$ cat config.mk
export PLATFORM = sky130hd
export DESIGN_NAME = multiplexed_servo_pulse_sequencer
export DESIGN_NICKNAME = d
export VERILOG_FILES = /design/src/rtl/core/msps_pkg.sv /design/src/rtl/core/msps_front.sv /design/src/rtl/core/msps_back.sv /design/src/rtl/core/multiplexed_servo_pulse_sequencer.sv
export SDC_FILE = /design/constraint.sdc
export NUM_CORES = 2
export LEC_CHECK = 0
export ABC_AREA = 0
export BUFFER_PORTS_ARGS = -buffer_cell sky130_fd_sc_hd__buf_2
export CORE_MARGIN = 3
export CORE_UTILIZATION = 65
export DETAILED_ROUTE_END_ITERATION = 12
export PLACE_DENSITY = 0.84
export SYNTH_ARGS = -nofsm -noshare
export SYNTH_HDL_FRONTEND = slang
export SYNTH_SLANG_ARGS = --single-unit
$ cat constraint.sdc
create_clock -name clk -period 16.25 [get_ports clk]
set_input_delay 3.25 -clock clk [delete_from_list [all_inputs] [get_ports clk]]
set_output_delay 3.25 -clock clk [all_outputs]
set_load 0.005 [all_outputs]
$ cat src/rtl/core/msps_pkg.sv
package msps_pkg;

	localparam int CHANNELS_DEF = 8;
	localparam logic [15:0] REFRESH_RST = 16'd20000;
	localparam logic [15:0] DEFAULT_RST = 16'd1500;
	localparam logic [15:0] ANGLE_MAX = 16'd180;
	localparam int DIV_W = 24;
	// floor(x / 45) = (x * RECIP_45) >> RECIP_SH for every x below 2^22
	localparam logic [22:0] RECIP_45 = 23'd5965233;
	localparam int RECIP_SH = 28;

	localparam logic CFG_REFRESH = 1'b0;
	localparam logic CFG_DEFAULT = 1'b1;

	typedef enum logic [2:0] {
		OP_TICK, OP_ATTACH, OP_DETACH, OP_WRITE, OP_WRITE_US, OP_READ_US, OP_READ_DEG, OP_NONE
	} op_t;

	localparam logic [1:0] STAT_OK = 2'd0;
	localparam logic [1:0] STAT_NOT_ATTACHED = 2'd1;
	localparam logic [1:0] STAT_ZERO_RANGE = 2'd2;

	typedef enum logic [1:0] {CLS_TICK, CLS_NOP, CLS_BADCH, CLS_CHAN} cls_t;

	typedef enum logic [1:0] {ST_IDLE, ST_MUL, ST_DIV, ST_FIN} back_state_t;

	typedef struct packed {
		logic [2:0] operation;
		logic [2:0] channel;
		logic signed [15:0] value;
		logic [15:0] min_us;
		logic [15:0] max_us;
	} item_t;

	typedef struct packed {
		logic [7:0] pulse_lines;
		logic signed [15:0] read_value;
		logic [1:0] status;
	} result_t;

	typedef struct packed {
		op_t op;
		cls_t cls;
		logic [2:0] channel;
		logic signed [15:0] value;
		logic [15:0] min_us;
		logic [15:0] max_us;
	} cmd_t;

endpackage

$ cat src/rtl/core/msps_front.sv
module msps_front #(
	parameter int CHANNELS = msps_pkg::CHANNELS_DEF
) (
	input logic clk,
	input logic arst_n,
	input logic push,
	input msps_pkg::item_t item,
	output logic full,
	output logic cmd_vld,
	output msps_pkg::cmd_t cmd,
	input logic cmd_take
);

	msps_pkg::cmd_t mem_q [2];
	logic wr_ptr_q, rd_ptr_q;
	logic [1:0] cnt_q;
	msps_pkg::cmd_t cls_cmd;
	logic do_push;

	// classify on entry
	always_comb begin
		cls_cmd.op = msps_pkg::op_t'(item.operation);
		cls_cmd.channel = item.channel;
		cls_cmd.value = item.value;
		cls_cmd.min_us = item.min_us;
		cls_cmd.max_us = item.max_us;
		if (cls_cmd.op == msps_pkg::OP_TICK) begin
			cls_cmd.cls = msps_pkg::CLS_TICK;
		end else if (cls_cmd.op == msps_pkg::OP_NONE) begin
			cls_cmd.cls = msps_pkg::CLS_NOP;
		end else if (int'(item.channel) < CHANNELS) begin
			cls_cmd.cls = msps_pkg::CLS_CHAN;
		end else begin
			cls_cmd.cls = msps_pkg::CLS_BADCH;
		end
	end

	assign full = (cnt_q == 2'd2);
	assign do_push = push && !full;
	assign cmd_vld = (cnt_q != 2'd0);
	assign cmd = mem_q[rd_ptr_q];

	always_ff @(posedge clk) begin
		if (do_push) begin
			mem_q[wr_ptr_q] <= cls_cmd;
		end
	end

	always_ff @(posedge clk or negedge arst_n) begin
		if (!arst_n) begin
			wr_ptr_q <= 1'b0;
			rd_ptr_q <= 1'b0;
			cnt_q <= 2'd0;
		end else begin
			if (do_push) wr_ptr_q <= !wr_ptr_q;
			if (cmd_take) rd_ptr_q <= !rd_ptr_q;
			cnt_q <= cnt_q + {1'b0, do_push} - {1'b0, cmd_take};
		end
	end

endmodule

$ cat src/rtl/core/msps_back.sv
module msps_back #(
	parameter int CHANNELS = msps_pkg::CHANNELS_DEF
) (
	input logic clk,
	input logic arst_n,
	input logic cmd_vld,
	input msps_pkg::cmd_t cmd,
	output logic cmd_take,
	input logic [15:0] refresh_us,
	input logic [15:0] default_us,
	output logic res_vld,
	output msps_pkg::result_t res,
	input logic res_take
);

	localparam int IW = (CHANNELS > 1) ? $clog2(CHANNELS) : 1;
	localparam int SW = $clog2(CHANNELS + 1);
	localparam int LW = (CHANNELS > 8) ? CHANNELS : 8;
	localparam int DW = msps_pkg::DIV_W;
	localparam logic [19:0] TOTAL_RST = 20'(CHANNELS * int'(msps_pkg::DEFAULT_RST));

	msps_pkg::back_state_t state_q, state_d;
	logic [SW-1:0] slot_q, slot_d;
	logic [15:0] time_q, time_d;
	logic [CHANNELS-1:0] en_q, en_d;
	logic [15:0] pw_q [CHANNELS];
	logic [15:0] pw_d [CHANNELS];
	logic [15:0] min_q [CHANNELS];
	logic [15:0] min_d [CHANNELS];
	logic [15:0] max_q [CHANNELS];
	logic [15:0] max_d [CHANNELS];
	logic [19:0] total_q, total_d;
	logic [LW-1:0] lines_q, lines_d;
	msps_pkg::op_t op_q, op_d;
	logic [IW-1:0] addr_q, addr_d, rd_addr;
	logic signed [17:0] mul_a_q, mul_a_d;
	logic signed [8:0] mul_b_q, mul_b_d;
	logic [15:0] dvs_q, dvs_d;
	logic dneg_q, dneg_d, neg_q, neg_d;
	logic [15:0] rem_q, rem_d;
	logic [DW-1:0] quo_q, quo_d;
	logic [4:0] cnt_q, cnt_d;
	msps_pkg::result_t res_q, res_d;
	logic res_vld_q, res_vld_d;

	logic load_res;
	logic [15:0] pw_rd, min_rd, max_rd, tl, new_w;
	logic en_rd;
	logic signed [17:0] diff;
	logic signed [26:0] prod, mag;
	logic [16:0] trial;
	logic [44:0] recip;
	logic signed [DW:0] qs;
	logic signed [25:0] wv;

	// raise to min, then lower to max
	function automatic logic [15:0] clamp_w(logic signed [25:0] v, logic [15:0] lo,
			logic [15:0] hi);
		logic signed [25:0] l, h, r;
		l = signed'({10'b0, lo});
		h = signed'({10'b0, hi});
		r = v;
		if (r < l) r = l;
		if (r > h) r = h;
		return r[15:0];
	endfunction

	assign rd_addr = (state_q != msps_pkg::ST_IDLE) ? addr_q :
		(cmd.cls == msps_pkg::CLS_TICK) ? slot_q[IW-1:0] : IW'(cmd.channel);
	assign pw_rd = pw_q[rd_addr];
	assign min_rd = min_q[rd_addr];
	assign max_rd = max_q[rd_addr];
	assign en_rd = en_q[rd_addr];
	assign diff = signed'({2'b0, max_rd}) - signed'({2'b0, min_rd});
	assign res_vld = res_vld_q;
	assign res = res_q;

	always_comb begin
		state_d = state_q;
		slot_d = slot_q;
		time_d = time_q;
		en_d = en_q;
		pw_d = pw_q;
		min_d = min_q;
		max_d = max_q;
		total_d = total_q;
		lines_d = lines_q;
		op_d = op_q;
		addr_d = addr_q;
		mul_a_d = mul_a_q;
		mul_b_d = mul_b_q;
		dvs_d = dvs_q;
		dneg_d = dneg_q;
		neg_d = neg_q;
		rem_d = rem_q;
		quo_d = quo_q;
		cnt_d = cnt_q;
		res_d = res_q;
		res_vld_d = res_vld_q && !res_take;
		cmd_take = 1'b0;
		load_res = 1'b0;
		tl = 16'd0;
		new_w = 16'd0;
		prod = 27'sd0;
		mag = 27'sd0;
		trial = 17'd0;
		recip = 45'd0;
		qs = '0;
		wv = 26'sd0;

		unique case (state_q)
			msps_pkg::ST_IDLE: begin
				if (cmd_vld && (!res_vld_q || res_take)) begin
					cmd_take = 1'b1;
					load_res = 1'b1;
					addr_d = rd_addr;
					op_d = cmd.op;
					res_d.read_value = 16'sd0;
					res_d.status = msps_pkg::STAT_OK;
					case (cmd.cls)
						msps_pkg::CLS_TICK: begin
							tl = (time_q != 16'd0) ? time_q - 16'd1 : time_q;
							time_d = tl;
							if (tl == 16'd0) begin
								if (slot_q < SW'(CHANNELS)) begin
									time_d = pw_rd;
								end else if (total_q < {4'b0, refresh_us}) begin
									time_d = 16'({4'b0, refresh_us} - total_q);
								end else begin
									time_d = default_us;
								end
								// a detached line is already low, so drop unconditionally
								if (slot_q != '0) begin
									lines_d = lines_d & ~(LW'(1) << (slot_q - SW'(1)));
								end
								if (slot_q < SW'(CHANNELS)) begin
									if (en_rd) lines_d = lines_d | (LW'(1) << slot_q);
									slot_d = slot_q + SW'(1);
								end else begin
									slot_d = '0;
								end
							end
						end
						msps_pkg::CLS_NOP: begin
						end
						msps_pkg::CLS_BADCH: begin
							res_d.status = msps_pkg::STAT_NOT_ATTACHED;
						end
						default: begin
							if (cmd.op == msps_pkg::OP_ATTACH) begin
								min_d[rd_addr] = cmd.min_us;
								max_d[rd_addr] = cmd.max_us;
								lines_d = lines_d & ~(LW'(1) << rd_addr);
								en_d[rd_addr] = 1'b1;
							end else if (!en_rd) begin
								res_d.status = msps_pkg::STAT_NOT_ATTACHED;
							end else begin
								case (cmd.op)
									msps_pkg::OP_DETACH: begin
										en_d[rd_addr] = 1'b0;
										pw_d[rd_addr] = default_us;
										total_d = total_q - {4'b0, pw_rd} + {4'b0, default_us};
										lines_d = lines_d & ~(LW'(1) << rd_addr);
									end
									msps_pkg::OP_WRITE, msps_pkg::OP_WRITE_US: begin
										if (cmd.op == msps_pkg::OP_WRITE
												&& cmd.value <= signed'(msps_pkg::ANGLE_MAX)) begin
											// angle: scale over the range, then divide by 180
											mul_a_d = diff;
											mul_b_d = cmd.value[15] ? 9'sd0 : signed'({1'b0, cmd.value[7:0]});
											dvs_d = msps_pkg::ANGLE_MAX;
											dneg_d = 1'b0;
											state_d = msps_pkg::ST_MUL;
											load_res = 1'b0;
										end else begin
											new_w = clamp_w(signed'({{10{cmd.value[15]}}, cmd.value}),
												min_rd, max_rd);
											pw_d[rd_addr] = new_w;
											total_d = total_q - {4'b0, pw_rd} + {4'b0, new_w};
										end
									end
									msps_pkg::OP_READ_US: begin
										res_d.read_value = signed'(pw_rd);
									end
									msps_pkg::OP_READ_DEG: begin
										if (diff == 18'sd0) begin
											res_d.status = msps_pkg::STAT_ZERO_RANGE;
										end else begin
											mul_a_d = signed'({2'b0, pw_rd}) + 18'sd1
												- signed'({2'b0, min_rd});
											mul_b_d = signed'({1'b0, msps_pkg::ANGLE_MAX[7:0]});
											dvs_d = diff[17] ? 16'(-diff) : diff[15:0];
											dneg_d = diff[17];
											state_d = msps_pkg::ST_MUL;
											load_res = 1'b0;
										end
									end
									default: begin
									end
								endcase
							end
						end
					endcase
				end
			end
			msps_pkg::ST_MUL: begin
				prod = mul_a_q * mul_b_q;
				mag = prod[26] ? -prod : prod;
				quo_d = mag[DW-1:0];
				rem_d = 16'd0;
				neg_d = prod[26] ^ dneg_q;
				cnt_d = 5'(DW - 1);
				state_d = msps_pkg::ST_DIV;
			end
			msps_pkg::ST_DIV: begin
				if (op_q == msps_pkg::OP_WRITE) begin
					// divide by 180 in one step: drop two bits, then scale by 1/45
					recip = 45'(quo_q[DW-1:2]) * 45'(msps_pkg::RECIP_45);
					quo_d = DW'(recip[44:msps_pkg::RECIP_SH]);
					state_d = msps_pkg::ST_FIN;
				end else begin
					// restoring divide, one quotient bit a cycle
					trial = {rem_q, quo_q[DW-1]};
					if (trial >= {1'b0, dvs_q}) begin
						rem_d = 16'(trial - {1'b0, dvs_q});
						quo_d = {quo_q[DW-2:0], 1'b1};
					end else begin
						rem_d = trial[15:0];
						quo_d = {quo_q[DW-2:0], 1'b0};
					end
					cnt_d = cnt_q - 5'd1;
					if (cnt_q == 5'd0) state_d = msps_pkg::ST_FIN;
				end
			end
			msps_pkg::ST_FIN: begin
				qs = neg_q ? -signed'({1'b0, quo_q}) : signed'({1'b0, quo_q});
				load_res = 1'b1;
				res_d.status = msps_pkg::STAT_OK;
				res_d.read_value = 16'sd0;
				if (op_q == msps_pkg::OP_WRITE) begin
					wv = signed'({qs[DW], qs}) + signed'({10'b0, min_rd});
					new_w = clamp_w(wv, min_rd, max_rd);
					pw_d[addr_q] = new_w;
					total_d = total_q - {4'b0, pw_rd} + {4'b0, new_w};
				end else if (qs > 25'sd32767) begin
					res_d.read_value = 16'sh7FFF;
				end else if (qs < -25'sd32768) begin
					res_d.read_value = 16'sh8000;
				end else begin
					res_d.read_value = qs[15:0];
				end
				state_d = msps_pkg::ST_IDLE;
			end
			default: state_d = msps_pkg::ST_IDLE;
		endcase

		if (load_res) begin
			res_vld_d = 1'b1;
			res_d.pulse_lines = lines_d[7:0];
		end
	end

	always_ff @(posedge clk or negedge arst_n) begin
		if (!arst_n) begin
			state_q <= msps_pkg::ST_IDLE;
			slot_q <= '0;
			time_q <= msps_pkg::DEFAULT_RST;
			en_q <= '0;
			for (int i = 0; i < CHANNELS; i++) pw_q[i] <= msps_pkg::DEFAULT_RST;
			total_q <= TOTAL_RST;
			lines_q <= '0;
			res_vld_q <= 1'b0;
		end else begin
			state_q <= state_d;
			slot_q <= slot_d;
			time_q <= time_d;
			en_q <= en_d;
			pw_q <= pw_d;
			total_q <= total_d;
			lines_q <= lines_d;
			res_vld_q <= res_vld_d;
		end
	end

	always_ff @(posedge clk) begin
		min_q <= min_d;
		max_q <= max_d;
		op_q <= op_d;
		addr_q <= addr_d;
		mul_a_q <= mul_a_d;
		mul_b_q <= mul_b_d;
		dvs_q <= dvs_d;
		dneg_q <= dneg_d;
		neg_q <= neg_d;
		rem_q <= rem_d;
		quo_q <= quo_d;
		cnt_q <= cnt_d;
		res_q <= res_d;
	end

endmodule

$ cat src/rtl/core/multiplexed_servo_pulse_sequencer.sv
// Most beats finish in the state that takes them; a write with an angle steps through
//   take, multiply, scale by 1/180 and finish, and read_deg through take, multiply, divide, finish.
// Throughput: one beat per cycle into the two-entry input queue while it is not full; the executor
//   retires one beat per cycle while results are popped, and none while an angle write or read_deg runs.
// Reset (arst_n low, asynchronous): queues empty, all lines low, no channel attached,
//   every width and the timer at 1500 us, frame 20000 us, slot 0.
module multiplexed_servo_pulse_sequencer #(
	parameter int CHANNELS = msps_pkg::CHANNELS_DEF
) (
	input logic clk,
	input logic arst_n,
	// input queue side
	input logic push,
	input msps_pkg::item_t item,
	output logic full,
	// result queue side
	output logic empty,
	input logic pop,
	output msps_pkg::result_t result,
	// configuration writes
	input logic cfg_we,
	input logic cfg_index,
	input logic [15:0] cfg_data
);

	logic [15:0] refresh_q, default_q;
	logic cmd_vld, cmd_take, res_vld;
	msps_pkg::cmd_t cmd;

	// Frame and default width registers; write them only while the block is quiet (the block does not enforce this).
	always_ff @(posedge clk or negedge arst_n) begin
		if (!arst_n) begin
			refresh_q <= msps_pkg::REFRESH_RST;
			default_q <= msps_pkg::DEFAULT_RST;
		end else if (cfg_we) begin
			if (cfg_index == msps_pkg::CFG_REFRESH) refresh_q <= cfg_data;
			if (cfg_index == msps_pkg::CFG_DEFAULT) default_q <= cfg_data;
		end
	end

	// Front: take beats in, sort them by kind (tick, channel op, bad channel, no-op)
	// and hold them in a short queue so the host can keep pushing while the divider runs, until it is full.
	msps_front #(.CHANNELS(CHANNELS)) u_front (
		.clk(clk),
		.arst_n(arst_n),
		.push(push),
		.item(item),
		.full(full),
		.cmd_vld(cmd_vld),
		.cmd(cmd),
		.cmd_take(cmd_take)
	);

	// Back: run the slot timer and channel tables, and hold the result register.
	// While idle, a new beat can be taken in the cycle that the waiting result is popped.
	msps_back #(.CHANNELS(CHANNELS)) u_back (
		.clk(clk),
		.arst_n(arst_n),
		.cmd_vld(cmd_vld),
		.cmd(cmd),
		.cmd_take(cmd_take),
		.refresh_us(refresh_q),
		.default_us(default_q),
		.res_vld(res_vld),
		.res(result),
		.res_take(pop)
	);

	assign empty = !res_vld;

	// Executor never takes a beat while an unpopped result would be overwritten.
	a_no_overwrite: assert property (@(posedge clk) disable iff (!arst_n)
		cmd_take |-> (empty || pop))
		else $error("executor took a beat over a waiting result");

	// Executor only takes what the front queue offers.
	a_take_valid: assert property (@(posedge clk) disable iff (!arst_n)
		cmd_take |-> cmd_vld)
		else $error("executor took from an empty queue");

	// Status code three is never produced.
	a_status: assert property (@(posedge clk) disable iff (!arst_n)
		!empty |-> (result.status != 2'd3))
		else $error("undefined status code");

endmodule
==> impl_metrics.ini <==
[status]
status = finished, final reports clean

[yosys]
synthTopCellsByArea = edfxtp_1, ha_1, fa_1
synthDistinctLibCells = 101
avgSynthCellArea_um2 = 10.9
async_flop_share_pct = 31.3
netlist_area_mm2 = 0.0520
synth.top_cell.area_share_pct = 28.2
ys_warn_count = 0
ys_ff_latch = 712
synth_area_leader_cell = edfxtp_1
synth_common_cells = inv_1, edfxtp_1, ha_1
syn_nets = 5544
synthCells = 4750
synth_edf_count = 489
synth_ff_type = edfxtp_1
synth_seq_area_share_pct = 39.2
synth_most_common_cell = inv_1

[global_route]
grt.overflow.total = 0
grt_antenna_before_repair = 1
grt_pass1_vias = 39100
top_usage_layer = met2
gr-usage-all-layers_pct = 35.8
use_met2_pct = 56.3
grt_max_degree = 101
globalRouteMet1Util_pct = 46.4
grt_first_pass_wirelength_um = 226000
grt_use_met3_pct = 7.76

[route]
vias = 39100
finalWirelength_um = 149000
postRouteAntennaNets = 0
drtIter0Drc = 4761
firstDrtPassIters = 10
vias_per_cell = 6.58
route.detailed.drc = 0
routedWlPerCell_um = 25.1

[sta]
hold_viol_final = 0
setup_tns_ns = 0
drv_slew = 0
tightest_slew_ns = 1.25
rsz0062_at_grt = no
maxSlewHeadroom_pct = 16.4
period_minus_slack_ns = 15.10
final.period_utilization_pct = 92.9
setup_viol = 0
fmax_ghz = 0.0662
fin_skew_ns = 0.0235

[placed_design]
io_buffers = 103
dpl.hpwl_um = 107000
gp_congestion = 0.981

[critical_path]
crit_top_cell = ha_1
cp_max_fo = 21
max_stage_delay_ns = 0.82
endpoint_kind = flop
cp_top_family = compound AO/OA/AOI/OAI gates
cp.arrival_ns = 15.62
required_ns = 16.77
worst-path-buf-inv = 5
cp-start-kind = flop
crit_path_top_delay_cell = mux2i_1
path_class = flop to flop

[finish]
fin_util_pct = 70.8
final_nets = 5625
drive_gt1_share_pct = 12.6
syn2layout_area_growth_pct = 7.74

[clock_tree]
cts_setup_buffers = 0
cts_resized = 0
clock_sinks = 712
insertion_delay_ns = 0.64
cts_buffers = 72
cts_buffer_depth = 3
cts_tree = done
cts_hold_buffers = 0
path_clk_slew_ns = 0.06
cts-root-buf = clkbuf_16
htree_levels = 3

[floorplanning]
io_pins = 104
die_area_mm2 = 0.0834
die_h_um = 289
die_w_um = 289
core_area_mm2 = 0.0791
start_util_pct = 65.7
rows = 103

[flow_run]
cap_violations = 0

[hold_path]
worstHoldPathType = flop to flop
worst paths after layout:
check	startpoint	to	slack, ns	depth (start not counted)
min in group asynchronous	arst_n	refresh_q[15]$_DFFE_PN0P_	2.62	1
max in group asynchronous	arst_n	u_front.rd_ptr_q$_DFFE_PN0P_	11.40	3
worst max-delay path	u_front.rd_ptr_q$_DFFE_PN0P_	u_back.total_q[18]$_DFFE_PN0P_	1.15	49
worst min register to register	u_back.total_q[19]$_DFFE_PN0P_	u_back.total_q[19]$_DFFE_PN0P_	0.47	1
worst max register to register	u_front.rd_ptr_q$_DFFE_PN0P_	u_back.total_q[18]$_DFFE_PN0P_	1.15	49
worst min-delay path	u_back.total_q[19]$_DFFE_PN0P_	u_back.total_q[19]$_DFFE_PN0P_	0.47	1
cell families after synthesis:
logic type	after synthesis	share of synthesized area, %
xor gates and xnor gates	207	3.49
buffers and inverters	703	5.40
AOI/OAI and AO/OA	1037	12.8
muxes	301	8.22
and+or+nand+nor	1072	10.1
DFF	712	39.2
adders and majority gates	718	20.9
cell type report:
| cell class | instances | area [µm²] |
|---|---|---|
| Clock inverter | 39 | 418 |
| Inverter | 544 | 2040 |
| Sequential cell | 712 | 20400 |
| Tap cell | 1050 | 1310 |
| Fill cell | 5487 | 23100 |
| Multi-Input combinational cell | 3335 | 28900 |
| Timing Repair Buffer | 166 | 998 |
| Clock buffer | 93 | 1950 |
| Antenna cell | 2 | 5.00 |
registers in the layout, indices dropped and copies added (netlist names), 4 cells and up, named ones only:
name	count
default_q	16
refresh_q	16
u_back.cnt_q	5
u_back.dvs_q	16
u_back.lines_q	8
u_back.max_q	128
u_back.min_q	128
u_back.mul_a_q	18
u_back.mul_b_q	8
u_back.pw_q	128
u_back.quo_q	24
u_back.rem_q	16
u_back.res	26
u_back.slot_q	4
u_back.time_q	16
u_back.total_q	20
u_front.mem_q	112
cell usage in the layout, fill, tap and decap left out, types with 102 or more instances in the layout:
master | netlist | layout
nor2_1 | 220 | 212
nand2_1 | 369 | 369
xnor2_1 | 140 | 140
fa_1 | 249 | 249
o21ai_0 | 225 | 224
a22oi_1 | 137 | 137
and2_1 | 103 | 102
ha_1 | 469 | 469
buf_2 | 30 | 102
a21oi_1 | 202 | 200
edfxtp_1 | 489 | 489
o21ai_1 | 107 | 107
dfrtp_1 | 141 | 140
inv_1 | 540 | 539
mux2i_1 | 120 | 120
layer usage:
metal / vias to the layer above / routed length (µm)
li1: 17200 / -
met3: 579 / 16400
met1: 19000 / 54900
met5: - / 0
met2: 2387 / 68000
met4: 0 / 9730
stage by stage:
| step | hold WS, ns | setup slack, ns | std cells | instance area (µm²) |
|---|---|---|---|---|
| 5_1_grt | 0.504 | 0.0124 | 5939 | 56000 |
| 6_report | 0.474 | 1.15 | 5941 | 56000 |
| 2_1_floorplan | 0.437 | 3.15 | 4750 | 52000 |
| 4_1_cts | 0.476 | 1.56 | 5939 | 56000 |
| 3_3_place_gp | 0.458 | 1.95 | 5807 | 53600 |
| 3_5_place_dp | 0.468 | 1.66 | 5807 | 53600 |
Power is left out: the tool's default activity adds up to more than one toggle a clock period on the data nets, which glitch-free logic cannot reach.
